[config.mk]
export PLATFORM = sky130hd
export DESIGN_NAME = iso8601_timestamp_parser
export DESIGN_NICKNAME = d
export VERILOG_FILES = /design/src/rtl/iso_ts_pkg.sv /design/src/rtl/iso_ts_ctrl.sv /design/src/rtl/iso_ts_scanner.sv /design/src/rtl/iso_ts_calc.sv /design/src/rtl/iso8601_timestamp_parser.sv
export VERILOG_INCLUDE_DIRS = /design/src /design/src/rtl
export SDC_FILE = /design/constraint.sdc
export NUM_CORES = 1
export LEC_CHECK = 0
export BUFFER_PORTS_ARGS = -buffer_cell sky130_fd_sc_hd__buf_4
export CORE_ASPECT_RATIO = 1.4
export CORE_MARGIN = 2
export CORE_UTILIZATION = 55
export DETAILED_ROUTE_END_ITERATION = 10
export PLACE_DENSITY = 0.75
export SLEW_MARGIN = 15
export SYNTH_ARGS = -nofsm -noshare
export SYNTH_HDL_FRONTEND = slang
export SYNTH_SLANG_ARGS = --single-unit
[constraint.sdc]
create_clock -name clk -period 6.4 [get_ports clk]
set_input_delay 0.32 -clock clk [delete_from_list [all_inputs] [get_ports clk]]
set_output_delay 0.32 -clock clk [all_outputs]
set_load 0.03 [all_outputs]
[src/rtl/assert_macros.svh]
// Assertion helpers shared by the RTL files.
`ifndef ASSERT_MACROS_SVH
`define ASSERT_MACROS_SVH

// Same-cycle implication, disabled while reset is asserted.
`define ASSERT_IMPLIES(name, clk, rst, ante, cons) \
  name: assert property (@(posedge clk) disable iff (rst) (ante) |-> (cons)) \
    else $error("assertion failed");

// Next-cycle implication, disabled while reset is asserted.
`define ASSERT_NEXT(name, clk, rst, ante, cons) \
  name: assert property (@(posedge clk) disable iff (rst) (ante) |=> (cons)) \
    else $error("assertion failed");

`endif

[src/rtl/iso_ts_pkg.sv]
package iso_ts_pkg;

  localparam int unsigned YEAR_W   = 14;
  localparam int unsigned FIELD_W  = 7;
  localparam int unsigned POS_W    = 16;
  localparam int unsigned DAYS_W   = 22;
  localparam int unsigned TOD_W    = 17;
  localparam int unsigned EPOCH_W  = 38;
  localparam int unsigned OUT_TDATA_W = 64;

  localparam logic [YEAR_W-1:0]  MIN_YEAR     = 14'd1970;
  localparam logic [FIELD_W-1:0] MAX_MONTH    = 7'd12;
  localparam logic [FIELD_W-1:0] MAX_DAY      = 7'd31;
  localparam logic [FIELD_W-1:0] MAX_HOUR     = 7'd23;
  localparam logic [FIELD_W-1:0] MAX_MIN_SEC  = 7'd59;
  localparam logic [3:0]         MAX_FRAC     = 4'd9;
  localparam logic [POS_W-1:0]   POS_MAX      = 16'hFFFF;

  // 719468 days from 0000-03-01 to the epoch, plus one for the 1-based day.
  localparam logic [22:0]        DAY_OFFSET   = 23'd719469;
  // ceil(2^16 / 25), exact for quotients of values below 4681.
  localparam logic [11:0]        RECIP_25     = 12'd2622;
  localparam logic [16:0]        SEC_PER_DAY  = 17'd86400;
  localparam logic [11:0]        SEC_PER_HOUR = 12'd3600;
  localparam logic [5:0]         SEC_PER_MIN  = 6'd60;

  localparam logic [7:0] CHAR_ZERO  = 8'h30;
  localparam logic [7:0] CHAR_NINE  = 8'h39;
  localparam logic [7:0] CHAR_DASH  = 8'h2D;
  localparam logic [7:0] CHAR_COLON = 8'h3A;
  localparam logic [7:0] CHAR_T     = 8'h54;
  localparam logic [7:0] CHAR_SPACE = 8'h20;
  localparam logic [7:0] CHAR_DOT   = 8'h2E;
  localparam logic [7:0] CHAR_Z     = 8'h5A;

  typedef enum logic [3:0] {
    PH_YEAR, PH_SEP1, PH_MONTH, PH_SEP2, PH_DAY, PH_TSEP, PH_HOUR, PH_SEP3,
    PH_MINUTE, PH_SEP4, PH_SECOND, PH_DOT, PH_FRAC, PH_ZED, PH_DONE, PH_ERR
  } scan_phase_t;

  typedef enum logic [3:0] {
    ERR_NONE, ERR_DIGIT, ERR_YEAR, ERR_MONTH, ERR_DAY, ERR_SEPARATOR,
    ERR_HOUR, ERR_MINUTE, ERR_SECOND, ERR_TRAILING
  } err_code_t;

  typedef enum logic [2:0] {
    ST_SCAN, ST_ADJ, ST_MUL, ST_SUM, ST_SECMUL, ST_LOAD
  } ctrl_state_t;

  typedef enum logic [2:0] {
    CMD_IDLE, CMD_ADJ, CMD_MUL, CMD_SUM, CMD_SECMUL, CMD_LOAD
  } calc_cmd_t;

  typedef struct packed {
    calc_cmd_t cmd;
    logic      clear;
  } ctrl_cmd_t;

  typedef struct packed {
    logic [YEAR_W-1:0]  year;
    logic [FIELD_W-1:0] month;
    logic [FIELD_W-1:0] day;
    logic [FIELD_W-1:0] hour;
    logic [FIELD_W-1:0] minute;
    logic [FIELD_W-1:0] second;
    err_code_t          err;
    logic [POS_W-1:0]   err_pos;
  } scan_fields_t;

  // Day of the March-based year on which each month starts.
  function automatic logic [8:0] month_start(input logic [3:0] month);
    logic [8:0] doy;
    unique case (month)
      4'd1:    doy = 9'd306;
      4'd2:    doy = 9'd337;
      4'd3:    doy = 9'd0;
      4'd4:    doy = 9'd31;
      4'd5:    doy = 9'd61;
      4'd6:    doy = 9'd92;
      4'd7:    doy = 9'd122;
      4'd8:    doy = 9'd153;
      4'd9:    doy = 9'd184;
      4'd10:   doy = 9'd214;
      4'd11:   doy = 9'd245;
      4'd12:   doy = 9'd275;
      default: doy = 9'd0;
    endcase
    return doy;
  endfunction

endpackage

[src/rtl/iso_ts_ctrl.sv]
`include "assert_macros.svh"

module iso_ts_ctrl
  import iso_ts_pkg::*;
(
  input  logic      clk,
  input  logic      rst,
  input  logic      s_tvalid,
  input  logic      s_tlast,
  input  logic      out_free,
  output logic      s_tready,
  output ctrl_cmd_t ctrl
);

  ctrl_state_t state;
  ctrl_state_t state_next;

  always_ff @(posedge clk) begin
    if (rst) begin
      state <= ST_SCAN;
    end else begin
      state <= state_next;
    end
  end

  always_comb begin
    state_next = state;
    s_tready   = 1'b0;
    ctrl.cmd   = CMD_IDLE;
    ctrl.clear = 1'b0;
    unique case (state)
      ST_SCAN: begin
        s_tready = 1'b1;
        if (s_tvalid && s_tlast) begin
          state_next = ST_ADJ;
        end
      end
      ST_ADJ: begin
        ctrl.cmd   = CMD_ADJ;
        state_next = ST_MUL;
      end
      ST_MUL: begin
        ctrl.cmd   = CMD_MUL;
        state_next = ST_SUM;
      end
      ST_SUM: begin
        ctrl.cmd   = CMD_SUM;
        state_next = ST_SECMUL;
      end
      ST_SECMUL: begin
        ctrl.cmd   = CMD_SECMUL;
        state_next = ST_LOAD;
      end
      ST_LOAD: begin
        // Wait here until the previous result has left the output register.
        if (out_free) begin
          ctrl.cmd   = CMD_LOAD;
          ctrl.clear = 1'b1;
          state_next = ST_SCAN;
        end
      end
      default: state_next = ST_SCAN;
    endcase
  end

  `ASSERT_NEXT(a_last_starts_conv, clk, rst, state == ST_SCAN && s_tvalid && s_tlast, state == ST_ADJ)
  `ASSERT_IMPLIES(a_clear_with_load, clk, rst, ctrl.clear, ctrl.cmd == CMD_LOAD)
  `ASSERT_NEXT(a_load_returns, clk, rst, ctrl.cmd == CMD_LOAD, state == ST_SCAN)

endmodule

[src/rtl/iso_ts_scanner.sv]
`include "assert_macros.svh"

module iso_ts_scanner
  import iso_ts_pkg::*;
(
  input  logic         clk,
  input  logic         rst,
  input  logic         take,
  input  logic [7:0]   character,
  input  logic         last_character,
  input  logic         clear,
  output scan_fields_t fields
);

  scan_phase_t        phase;
  logic [3:0]         digit_count;
  logic [YEAR_W-1:0]  year_value;
  logic [FIELD_W-1:0] month_value;
  logic [FIELD_W-1:0] day_value;
  logic [FIELD_W-1:0] hour_value;
  logic [FIELD_W-1:0] minute_value;
  logic [FIELD_W-1:0] second_value;
  logic [POS_W-1:0]   char_position;
  err_code_t          latched_error;
  logic [POS_W-1:0]   latched_error_position;

  scan_phase_t        phase_next;
  logic [3:0]         digit_count_next;
  logic [YEAR_W-1:0]  year_value_next;
  logic [FIELD_W-1:0] month_value_next;
  logic [FIELD_W-1:0] day_value_next;
  logic [FIELD_W-1:0] hour_value_next;
  logic [FIELD_W-1:0] minute_value_next;
  logic [FIELD_W-1:0] second_value_next;
  logic [POS_W-1:0]   char_position_next;
  err_code_t          latched_error_next;
  logic [POS_W-1:0]   latched_error_position_next;

  scan_phase_t        ph;
  logic               used;
  logic               is_digit;
  logic [3:0]         digit;
  logic [7:0]         sep_char;
  logic [YEAR_W-1:0]  cur;
  logic [YEAR_W-1:0]  acc;
  logic [3:0]         need;
  logic [POS_W-1:0]   end_pos;

  always_ff @(posedge clk) begin
    if (rst || clear) begin
      phase                  <= PH_YEAR;
      digit_count            <= '0;
      year_value             <= '0;
      month_value            <= '0;
      day_value              <= '0;
      hour_value             <= '0;
      minute_value           <= '0;
      second_value           <= '0;
      char_position          <= '0;
      latched_error          <= ERR_NONE;
      latched_error_position <= '0;
    end else begin
      phase                  <= phase_next;
      digit_count            <= digit_count_next;
      year_value             <= year_value_next;
      month_value            <= month_value_next;
      day_value              <= day_value_next;
      hour_value             <= hour_value_next;
      minute_value           <= minute_value_next;
      second_value           <= second_value_next;
      char_position          <= char_position_next;
      latched_error          <= latched_error_next;
      latched_error_position <= latched_error_position_next;
    end
  end

  assign is_digit = (character >= CHAR_ZERO) && (character <= CHAR_NINE);
  assign digit    = 4'(character - CHAR_ZERO);
  assign end_pos  = (char_position == POS_MAX) ? POS_MAX : char_position + 16'd1;

  always_comb begin
    ph                          = phase;
    used                        = 1'b0;
    sep_char                    = CHAR_COLON;
    cur                         = '0;
    acc                         = '0;
    need                        = 4'd2;
    digit_count_next            = digit_count;
    year_value_next             = year_value;
    month_value_next            = month_value;
    day_value_next              = day_value;
    hour_value_next             = hour_value;
    minute_value_next           = minute_value;
    second_value_next           = second_value;
    char_position_next          = char_position;
    latched_error_next          = latched_error;
    latched_error_position_next = latched_error_position;

    if (take) begin
      // An optional separator either eats the character or is skipped, and
      // the same character then goes on to the digit field after it.
      if (ph inside {PH_SEP1, PH_SEP2, PH_SEP3, PH_SEP4}) begin
        sep_char = (ph == PH_SEP1 || ph == PH_SEP2) ? CHAR_DASH : CHAR_COLON;
        used     = (character == sep_char);
        ph       = scan_phase_t'(4'(ph) + 4'd1);
      end

      if (!used) begin
        unique case (ph) inside
          PH_YEAR, PH_MONTH, PH_DAY, PH_HOUR, PH_MINUTE, PH_SECOND: begin
            if (!is_digit) begin
              latched_error_next          = ERR_DIGIT;
              latched_error_position_next = char_position;
              ph                          = PH_ERR;
            end else begin
              used = 1'b1;
              unique case (ph) inside
                PH_YEAR:   cur = year_value;
                PH_MONTH:  cur = YEAR_W'(month_value);
                PH_DAY:    cur = YEAR_W'(day_value);
                PH_HOUR:   cur = YEAR_W'(hour_value);
                PH_MINUTE: cur = YEAR_W'(minute_value);
                default:   cur = YEAR_W'(second_value);
              endcase
              acc  = (cur << 3) + (cur << 1) + YEAR_W'(digit);
              need = (ph == PH_YEAR) ? 4'd4 : 4'd2;
              unique case (ph) inside
                PH_YEAR:   year_value_next   = acc;
                PH_MONTH:  month_value_next  = acc[FIELD_W-1:0];
                PH_DAY:    day_value_next    = acc[FIELD_W-1:0];
                PH_HOUR:   hour_value_next   = acc[FIELD_W-1:0];
                PH_MINUTE: minute_value_next = acc[FIELD_W-1:0];
                default:   second_value_next = acc[FIELD_W-1:0];
              endcase
              digit_count_next = digit_count + 4'd1;
              if (digit_count_next == need) begin
                digit_count_next            = '0;
                latched_error_position_next = end_pos;
                unique case (ph) inside
                  PH_YEAR: begin
                    if (acc < MIN_YEAR) latched_error_next = ERR_YEAR;
                    ph = PH_SEP1;
                  end
                  PH_MONTH: begin
                    if (acc[FIELD_W-1:0] == '0 || acc[FIELD_W-1:0] > MAX_MONTH) begin
                      latched_error_next = ERR_MONTH;
                    end
                    ph = PH_SEP2;
                  end
                  PH_DAY: begin
                    if (acc[FIELD_W-1:0] == '0 || acc[FIELD_W-1:0] > MAX_DAY) begin
                      latched_error_next = ERR_DAY;
                    end
                    ph = PH_TSEP;
                  end
                  PH_HOUR: begin
                    if (acc[FIELD_W-1:0] > MAX_HOUR) latched_error_next = ERR_HOUR;
                    ph = PH_SEP3;
                  end
                  PH_MINUTE: begin
                    if (acc[FIELD_W-1:0] > MAX_MIN_SEC) latched_error_next = ERR_MINUTE;
                    ph = PH_SEP4;
                  end
                  default: begin
                    if (acc[FIELD_W-1:0] > MAX_MIN_SEC) latched_error_next = ERR_SECOND;
                    ph = PH_DOT;
                  end
                endcase
                if (latched_error_next != ERR_NONE) begin
                  ph = PH_ERR;
                end else begin
                  latched_error_position_next = latched_error_position;
                end
              end
            end
          end
          PH_TSEP: begin
            if (character == CHAR_T || character == CHAR_SPACE) begin
              used = 1'b1;
              ph   = PH_HOUR;
            end else begin
              latched_error_next          = ERR_SEPARATOR;
              latched_error_position_next = char_position;
              ph                          = PH_ERR;
            end
          end
          PH_DOT: begin
            if (character == CHAR_DOT) begin
              used             = 1'b1;
              ph               = PH_FRAC;
              digit_count_next = '0;
            end else begin
              ph = PH_ZED;
            end
          end
          PH_FRAC: begin
            if (is_digit && digit_count < MAX_FRAC) begin
              used             = 1'b1;
              digit_count_next = digit_count + 4'd1;
            end else begin
              ph               = PH_ZED;
              digit_count_next = '0;
            end
          end
          default: ;
        endcase
      end

      if (!used && ph == PH_ZED) begin
        used = (character == CHAR_Z);
        ph   = PH_DONE;
      end

      if (!used && ph == PH_DONE) begin
        latched_error_next          = ERR_TRAILING;
        latched_error_position_next = char_position;
        ph                          = PH_ERR;
      end

      if (used) begin
        char_position_next = end_pos;
      end

      // A string that ends where more is required reports at its length.
      if (last_character && ph != PH_ERR &&
          !(ph inside {PH_DOT, PH_FRAC, PH_ZED, PH_DONE})) begin
        latched_error_next          = (ph == PH_TSEP) ? ERR_SEPARATOR : ERR_DIGIT;
        latched_error_position_next = char_position_next;
        ph                          = PH_ERR;
      end
    end

    phase_next = ph;
  end

  assign fields.year    = year_value;
  assign fields.month   = month_value;
  assign fields.day     = day_value;
  assign fields.hour    = hour_value;
  assign fields.minute  = minute_value;
  assign fields.second  = second_value;
  assign fields.err     = latched_error;
  assign fields.err_pos = latched_error_position;

  `ASSERT_IMPLIES(a_err_only_in_err_phase, clk, rst, phase != PH_ERR, latched_error == ERR_NONE)
  `ASSERT_IMPLIES(a_err_phase_has_code, clk, rst, phase == PH_ERR, latched_error != ERR_NONE)
  `ASSERT_NEXT(a_error_sticks, clk, rst, phase == PH_ERR && !clear, phase == PH_ERR && $stable(latched_error))

endmodule

[src/rtl/iso_ts_calc.sv]
`include "assert_macros.svh"

module iso_ts_calc
  import iso_ts_pkg::*;
(
  input  logic                   clk,
  input  logic                   rst,
  input  calc_cmd_t              cmd,
  input  scan_fields_t           fields,
  input  logic                   m_tready,
  output logic                   m_tvalid,
  output logic [OUT_TDATA_W-1:0] m_tdata,
  output logic                   out_free
);

  logic [YEAR_W-1:0]  adj_year;
  logic [23:0]        q25_prod;
  logic [16:0]        hour_secs;
  logic [11:0]        min_secs;
  logic [6:0]         q100;
  logic [DAYS_W-1:0]  days365;
  logic [TOD_W-1:0]   tod;
  logic [DAYS_W-1:0]  days;
  logic [EPOCH_W-1:0] day_secs;

  logic [EPOCH_W-1:0] epoch_seconds;
  err_code_t          error_code;
  logic [POS_W-1:0]   error_position;

  logic [YEAR_W-1:0]  adj_year_next;
  logic [22:0]        days_sum;
  logic [38:0]        day_secs_full;

  // A year begins in March here, so January and February count with the
  // year before.
  assign adj_year_next = (fields.month <= 7'd2) ? fields.year - 14'd1 : fields.year;

  assign days_sum = 23'(days365) + 23'(adj_year[YEAR_W-1:2]) + 23'(q100[6:2])
                  + 23'(month_start(fields.month[3:0])) + 23'(fields.day)
                  - 23'(q100) - DAY_OFFSET;

  assign day_secs_full = days * SEC_PER_DAY;

  assign out_free = !m_tvalid || m_tready;

  always_ff @(posedge clk) begin
    unique case (cmd)
      CMD_ADJ: begin
        adj_year  <= adj_year_next;
        q25_prod  <= adj_year_next[YEAR_W-1:2] * RECIP_25;
        hour_secs <= fields.hour * SEC_PER_HOUR;
        min_secs  <= fields.minute[5:0] * SEC_PER_MIN;
      end
      CMD_MUL: begin
        q100    <= q25_prod[22:16];
        days365 <= adj_year * 9'd365;
        tod     <= hour_secs + TOD_W'(min_secs) + TOD_W'(fields.second);
      end
      CMD_SUM: begin
        days <= days_sum[DAYS_W-1:0];
      end
      CMD_SECMUL: begin
        day_secs <= day_secs_full[EPOCH_W-1:0];
      end
      CMD_LOAD: begin
        if (fields.err != ERR_NONE) begin
          epoch_seconds  <= '0;
          error_code     <= fields.err;
          error_position <= fields.err_pos;
        end else begin
          epoch_seconds  <= day_secs + EPOCH_W'(tod);
          error_code     <= ERR_NONE;
          error_position <= '0;
        end
      end
      default: ;
    endcase
  end

  always_ff @(posedge clk) begin
    if (rst) begin
      m_tvalid <= 1'b0;
    end else if (cmd == CMD_LOAD) begin
      m_tvalid <= 1'b1;
    end else if (m_tready) begin
      m_tvalid <= 1'b0;
    end
  end

  assign m_tdata = {6'd0, error_position, error_code, epoch_seconds};

  `ASSERT_IMPLIES(a_load_needs_room, clk, rst, cmd == CMD_LOAD, out_free)
  `ASSERT_IMPLIES(a_error_zero_epoch, clk, rst, m_tvalid && error_code != ERR_NONE, epoch_seconds == '0)
  `ASSERT_IMPLIES(a_ok_zero_pos, clk, rst, m_tvalid && error_code == ERR_NONE, error_position == '0)

endmodule

[src/rtl/iso8601_timestamp_parser.sv]
// Parses an ISO-8601 UTC timestamp (YYYY[-]MM[-]DD{T| }hh[:]mm[:]ss[.f..][Z]), one ASCII
// character per item with tlast on the final one, and returns one result per string: the
// Unix seconds, or an error code with the character position where parsing stopped.
// Characters are taken one per clock cycle. After the character marked last the input
// stalls while the calendar conversion runs through its steps (year adjust, the year
// multiply, the day sum, the seconds multiply and the final add); the result then sits
// in an output register, and the final add waits only while that register still holds
// a result that has not been taken.
module iso8601_timestamp_parser
  import iso_ts_pkg::*;
(
  input  logic                   clk,
  input  logic                   rst,
  input  logic                   s_tvalid,
  output logic                   s_tready,
  input  logic [7:0]             s_tdata,  // character
  input  logic                   s_tlast,  // last_character
  output logic                   m_tvalid,
  input  logic                   m_tready,
  output logic [OUT_TDATA_W-1:0] m_tdata   // epoch_seconds, error_code, error_position, zeros
);

  ctrl_cmd_t    ctrl;
  scan_fields_t fields;
  logic         out_free;
  logic         take;

  assign take = s_tvalid && s_tready;

  iso_ts_ctrl u_ctrl (
    .clk      (clk),
    .rst      (rst),
    .s_tvalid (s_tvalid),
    .s_tlast  (s_tlast),
    .out_free (out_free),
    .s_tready (s_tready),
    .ctrl     (ctrl)
  );

  iso_ts_scanner u_scanner (
    .clk            (clk),
    .rst            (rst),
    .take           (take),
    .character      (s_tdata),
    .last_character (s_tlast),
    .clear          (ctrl.clear),
    .fields         (fields)
  );

  iso_ts_calc u_calc (
    .clk      (clk),
    .rst      (rst),
    .cmd      (ctrl.cmd),
    .fields   (fields),
    .m_tready (m_tready),
    .m_tvalid (m_tvalid),
    .m_tdata  (m_tdata),
    .out_free (out_free)
  );

endmodule
Word level (Yosys, flattened, before mapping)
Memories as Yosys holds them, arrays and structs flattened. A register that Yosys moved wholly into a read port is not among the register bits.
Index checks and enable logic that the tools add are counted.
{"block": "op_classes", "addsub": 16, "n_eq_ne": 45, "muxes": 82, "reduce_logical": 40, "n_mul": 5, "order_cmp": 9, "bitwise_logic": 2, "div_mod_pow": 0, "shifts": 0}
{"op": "two-way mux 4 bit", "count": 38}
{"op": "two-way mux 16 bit", "count": 9}
{"op": "case mux 13 bit (5 select lines)", "count": 1}
{"op": "two-way mux 13 bit", "count": 4}
{"op": "equality test 4 bit, second input constant", "count": 11}
{"op": "case mux 4 bit (5 select lines)", "count": 2}
{"op": "AND reduction 5 bit", "count": 8}
{"op": "adder 38 x 17 -> 38 bit", "count": 1}
{"op": "case mux 16 bit (2 select lines)", "count": 1}
{"op": "multiplier 22 x 10 -> 31 bit, second input constant", "count": 1}
{"op": "adder 22 x 12 -> 22 bit", "count": 1}
{"op": "adder 22 x 5 -> 22 bit", "count": 1}
{"op": "adder 22 x 7 -> 22 bit", "count": 1}
{"op": "adder 22 x 9 -> 22 bit", "count": 1}
{"op": "multiplier 12 x 11 -> 22 bit, second input constant", "count": 1}
{"op": "multiplier 14 x 9 -> 22 bit, second input constant", "count": 1}
{"op": "subtractor 22 x 20 -> 22 bit, second input constant", "count": 1}
{"op": "subtractor 22 x 7 -> 22 bit", "count": 1}
{"op": "equality test 4 x 3 -> 1 bit, second input constant", "count": 5}
{"op": "nonzero test 4 bit", "count": 5}
{"op": "case mux 3 bit (6 select lines)", "count": 1}
{"op": "adder 17 x 12 -> 17 bit", "count": 1}
{"op": "adder 17 x 7 -> 17 bit", "count": 1}
{"op": "adder 16 x 1 -> 16 bit, second input constant", "count": 1}
{"op": "other kinds (52)", "count": 101}
{"block": "word_totals", "output_inout_bits": 66, "ff_bits": 313, "in_bits": 13, "mem_bits_ro": 144, "latch_bits": 0, "mem_count": 1, "word_cells": 225, "ramBits": 0}
{"name": "(no name shown)", "depth": 16, "width": 9, "rd": 1, "rd_clocked_by_memory_dff": 1, "write_ports": 0, "line": "iso_ts_pkg.sv:73", "source": "unique case (month)"}

Depth between registers and ports, before layout
{"block": "depth", "word_depth": 42, "mapped_depth": 30, "ltp_nobuf": 30}

Modules after synthesis
A second synthesis with hierarchy kept.
{"block": "hier_totals", "hier_cells": 2757, "hier_area_um2": 27131.0}
{"module": "iso_ts_calc", "area_each_um2": 20365.8, "instances": 1, "cells_each": 1898}
{"module": "iso_ts_scanner", "area_each_um2": 6555.0, "instances": 1, "cells_each": 833}
{"module": "iso_ts_ctrl", "area_each_um2": 203.9, "instances": 1, "cells_each": 25}
{"module": "iso8601_timestamp_parser", "area_each_um2": 6.3, "instances": 1, "cells_each": 1}

Least setup slack after synthesis
Ideal clock, no wire load.
{"block": "synth_timing", "path_kind": "register -> register", "from": "register u_scanner.phase[1]", "to": "register u_scanner.latched_error_position[11]", "period_less_slack_ns": 7.086, "setup_ns": 0.122, "n_path_buf": 3, "required_time_ns": 6.278, "stages_incl_launch_ff": 28, "slack_ns": -0.686, "t_arrival_ns": 6.964, "path_cell_list": "dfxtp_1 inv_2 ha_1 nor2b_1 buf_4 o21ai_2 nand2_1 and3_1 buf_2 buf_1 a221o_1 a221o_1 inv_1 fa_1 fa_1 or3b_1 or3_1 nor4b_1 nand3_1 a311oi_1 or4b_4 a311o_1 and4bb_4 a21o_2 o311ai_4 mux2i_2 o311a_1 a221o_1"}
{"block": "synth_via", "elab_chain_len": 42, "elab_cells_between_ends": 96, "cone_classes": "add/sub: 3; order compare: 5; eq/ne: 25; mux: 45; reduce/logical: 18"}
{"item": "start: declaration", "line": "iso_ts_scanner.sv:15", "source": "scan_phase_t phase;"}
{"item": "start signal: assignment", "line": "iso_ts_scanner.sv:63", "source": "phase <= phase_next;"}
{"item": "branches (longest 42 deep; another with adder 14 bit)"}
{"item": "end signal: assignment", "line": "iso_ts_scanner.sv:73", "source": "latched_error_position <= latched_error_position_next;"}
{"item": "end: declaration", "line": "iso_ts_scanner.sv:25", "source": "logic [POS_W-1:0] latched_error_position;"}
Several ways; the timed one is not identified. The select of a mux whose other input is x is not followed.
A chain may end at the register's enable or synchronous reset.

Final worst setup path
{"block": "layout_timing", "from": "register u_scanner.phase[0]", "to": "register u_scanner.latched_error_position[2]"}
The elaborated chain is that of the path after synthesis.

==> flow_summary.yaml <==
outcome:
  outcome: "finished, violations left"
  violations: "setup timing"
timing:
  fin_ws_ns: -0.2740
  min_period_ns: 6.674
  post-route-period-util_pct: 104.3
  tightest_slew_ns: 0.8667
  skew_ns: 0.02787
  setup_viol: 25
  rsz0062_at_grt: "yes"
  fmax_mhz: 149.8
  max_slew_margin_pct: 41.30
  slew_violations: 0
  whs_ns: 0.05928
  final-hold-violation-count: 0
cts:
  htreeDepth: 1
  cts_buffers: 31
  clk_latency_ns: 0.60
  cts_buffer_depth: 3
  clk_pin_slew_ns: 0.06
  clock_sinks: 307
  ctsRootBufferMaster: "clkbuf_16"
  cts_tree: "done"
critical_path:
  worstPathArrival_ns: 7.16
  criticalPathCategory: "register to register"
  startpoint_type: "register"
  worst_setup_path_end_kind: "register"
  worstPathMaxFanout: 7
  cp.required_ns: 6.89
floorplanning:
  rows: 94
  initial_core_util_pct: 55.92
  die_width_um: 189.1
  die_area_sq_mm: 0.04974
  die_y_um: 263.1
  top_level_ports: 79
  fp.coreArea_sq_mm: 0.04716
job:
  max_cap_viol_count: 0
yosys:
  syn_avg_cell_area_sq_um: 10.02
  syn_inst: 2632
  synth_area_sq_mm: 0.02637
  yosys_most_used_dff: "edfxtp_1"
  post-synth-top-area-cell: "edfxtp_1"
  synth-seq-area-share_pct: 30.93
  yosys.cell_types.count: 101
  synth_area_leaders: "edfxtp_1, ha_1, fa_1, dfxtp_1, inv_1"
  synth_seq_cells: 307
  synth_top_area_share_pct: 22.89
  ys_warn_count: 0
  async_flop_share_pct: 0
  synth_edf_count: 201
grt:
  antenna_found_initial: 0
  grt_max_degree: 61
  grt_first_pass_wirelength_mm: 101.5
  first_global_vias: 21048
  grtUsageTotal_pct: 25.06
  grt_overflow: 0
final_layout:
  nets: 3476
  multi_input_area_sq_mm: 0.01682
  final_layout_size_suffix_gt1_share_pct: 15.78
  regArea_sq_mm: 0.008169
  fill_cells: 3651
  diodes: 0
  syn2layout_area_growth_pct: 16.44
  fin_util_pct: 65.11
min_path:
  min_path_type: "input pin to register"
place:
  dp_hpwl_mm: 49.99
  io_buffers: 72
  globalplace.congestion: 0.9765
power_and_ir_drop:
  leakagePower_nw: 14.26
  power_density_mw_per_mm2: 258.5
  power_mw: 7.938
  peakVddDrop_v: 0.0001718
route:
  remaining_drc_errors: 0
  totalWireLength_mm: 62.20
  ant_nets: 0
  drt_iter0_markers: 1062
  vias: 19933
  drtPass1Iterations: 5
  via_per_inst: 5.632
  wl_per_cell_um: 17.57
## power breakdown
part / internal [mW] / leakage (nW) / total (mW) / switching, mW
sequential: 2.38 / 2.71 / 2.44 / 0.0581
clock: 1.11 / 0.532 / 1.92 / 0.813
combinational: 1.60 / 11.0 / 3.58 / 1.98
## synth_stat cells (7+ instances only)
cell type,instances
nand2b_1,18
o311a_1,8
nand4_1,11
xor2_1,39
inv_1,461
nor3_1,36
a211oi_1,22
a21oi_1,144
nand2_1,144
dfxtp_1,106
a31oi_1,13
clkbuf_1,35
xnor2_1,101
fa_1,184
nor2_1,172
nor2b_1,23
mux2i_1,32
or2_2,8
ha_1,389
a311oi_1,11
or3_1,22
and3_1,17
o31ai_1,9
a21boi_0,8
edfxtp_1,201
a21o_1,20
and2_1,45
a221o_1,11
o21a_1,13
buf_2,13
nand3_1,55
nand4b_1,7
buf_4,8
o21ai_0,73
o211ai_1,13
nor4_1,8
a22oi_1,8
o21bai_1,23
## cells by family after synthesis
family          share of synthesized area, %
fa+ha+maj                              32.42
xor+xnor                               4.650
mux                                    1.447
flops                                  30.93
other cells                          0.01422
buf+inv                                7.634
compound gates                         11.52
simple gates                           11.38
## worst max-delay path, stage by stage, from the launching register on
cell	delay, ns
dfxtp_4	0.37
ha_4	0.19
buf_6	0.13
or4bb_4	0.54
a31o_4	0.25
a21oi_2	0.10
a221o_1	0.11
a221o_1	0.15
inv_1	0.07
fa_1	0.50
fa_2	0.55
or3b_4	0.38
or3_4	0.35
nor4b_4	0.14
nand3_1	0.12
a311oi_2	0.12
or4b_4	0.52
a311o_1	0.30
and4bb_4	0.38
o21a_4	0.15
o311ai_4	0.18
buf_4	0.20
mux2_4	0.34
and4b_1	0.20
a211o_1	0.22
## registers in the layout, indices dropped and copies added (netlist names), 10 cells and up, named ones only
signal,count
u_calc.hour_secs,13
u_scanner.char_position,16
u_calc.epoch_seconds,38
u_scanner.year_value,14
u_calc.tod,17
u_calc.days,22
u_calc.adj_year,14
u_calc.min_secs,10
u_scanner.latched_error_position,16
u_calc.day_secs,31
u_calc.days365,22
u_calc.error_position,16
## metal layers
layer | up-vias | track usage [%] | share of wire (%)
met5 | - | 0 | 0
met4 | 0 | 11.19 | 4.8
li1 | 9513 | - | -
met3 | 185 | 2.053 | 3.4
met2 | 504 | 49.82 | 55
met1 | 9731 | 26.25 | 37
## layout make-up
class                      count  area share (%)
clock buffer                  38           2.742
timing repair buffer         275           6.878
sequential                   307           26.60
clock inverter                20          0.7905
tap                          624           2.543
multi-input combinational   1812           54.78
inverter                     463           5.668
## placed cells by master, fill, tap and decap left out, types with 22 or more instances in the layout
| cell type | count |
|---|---|
| edfxtp_1 | 201 |
| ha_1 | 381 |
| clkbuf_16 | 31 |
| xor2_1 | 39 |
| mux2i_1 | 32 |
| nand3_1 | 55 |
| o21bai_1 | 23 |
| dfxtp_1 | 103 |
| inv_1 | 454 |
| buf_4 | 262 |
| nand2_1 | 139 |
| and2_1 | 41 |
| nor2_1 | 166 |
| xnor2_1 | 98 |
| a21oi_1 | 133 |
| o21ai_0 | 71 |
| nor2b_1 | 22 |
| fa_1 | 183 |
| nor3_1 | 34 |
## metrics by stage
stage,cell area (sq um),cells,setup slack [ns],TNS [ns]
6_report,30710,3539,-0.2740,-3.533
5_1_grt,30710,3539,-0.4352,-10.87
4_1_cts,30260,3526,-0.1997,-3.642
3_5_place_dp,28740,3437,-0.4566,-13.78
3_3_place_gp,28740,3437,-0.2934,-7.531
2_1_floorplan,26470,2637,-0.3867,-5.269
## worst paths after layout
path                                        start                                               end  slack (ns)  cells after the start
setup / recovery  u_scanner.phase[0]$_SDFFE_PP0P_  u_scanner.latched_error_position[2]$_SDFFE_PP0P_       -0.27                     24
hold / removal                           m_tready                      u_calc.m_tvalid$_SDFFE_PP0P_        0.06                      3
setup reg to reg  u_scanner.phase[0]$_SDFFE_PP0P_  u_scanner.latched_error_position[2]$_SDFFE_PP0P_       -0.27                     24
hold reg to reg     u_calc.q25_prod[16]$_DFFE_PN_                          u_calc.q100[0]$_DFFE_PN_        0.42                      0
## repair_timing
| item | CTS | global route |
|---|---|---|
| hold buffers | 1 | 0 |
| cloned | 1 | 3 |
| buffers inserted | 30 | 12 |
| endpoints found under the setup margin | 43 | 45 |
| resized for setup | 47 | 77 |
| endpoints found under the hold margin | 4 | 0 |
| pin swaps | 29 | 62 |
No activity file was read; power rests on OpenSTA's default activity.
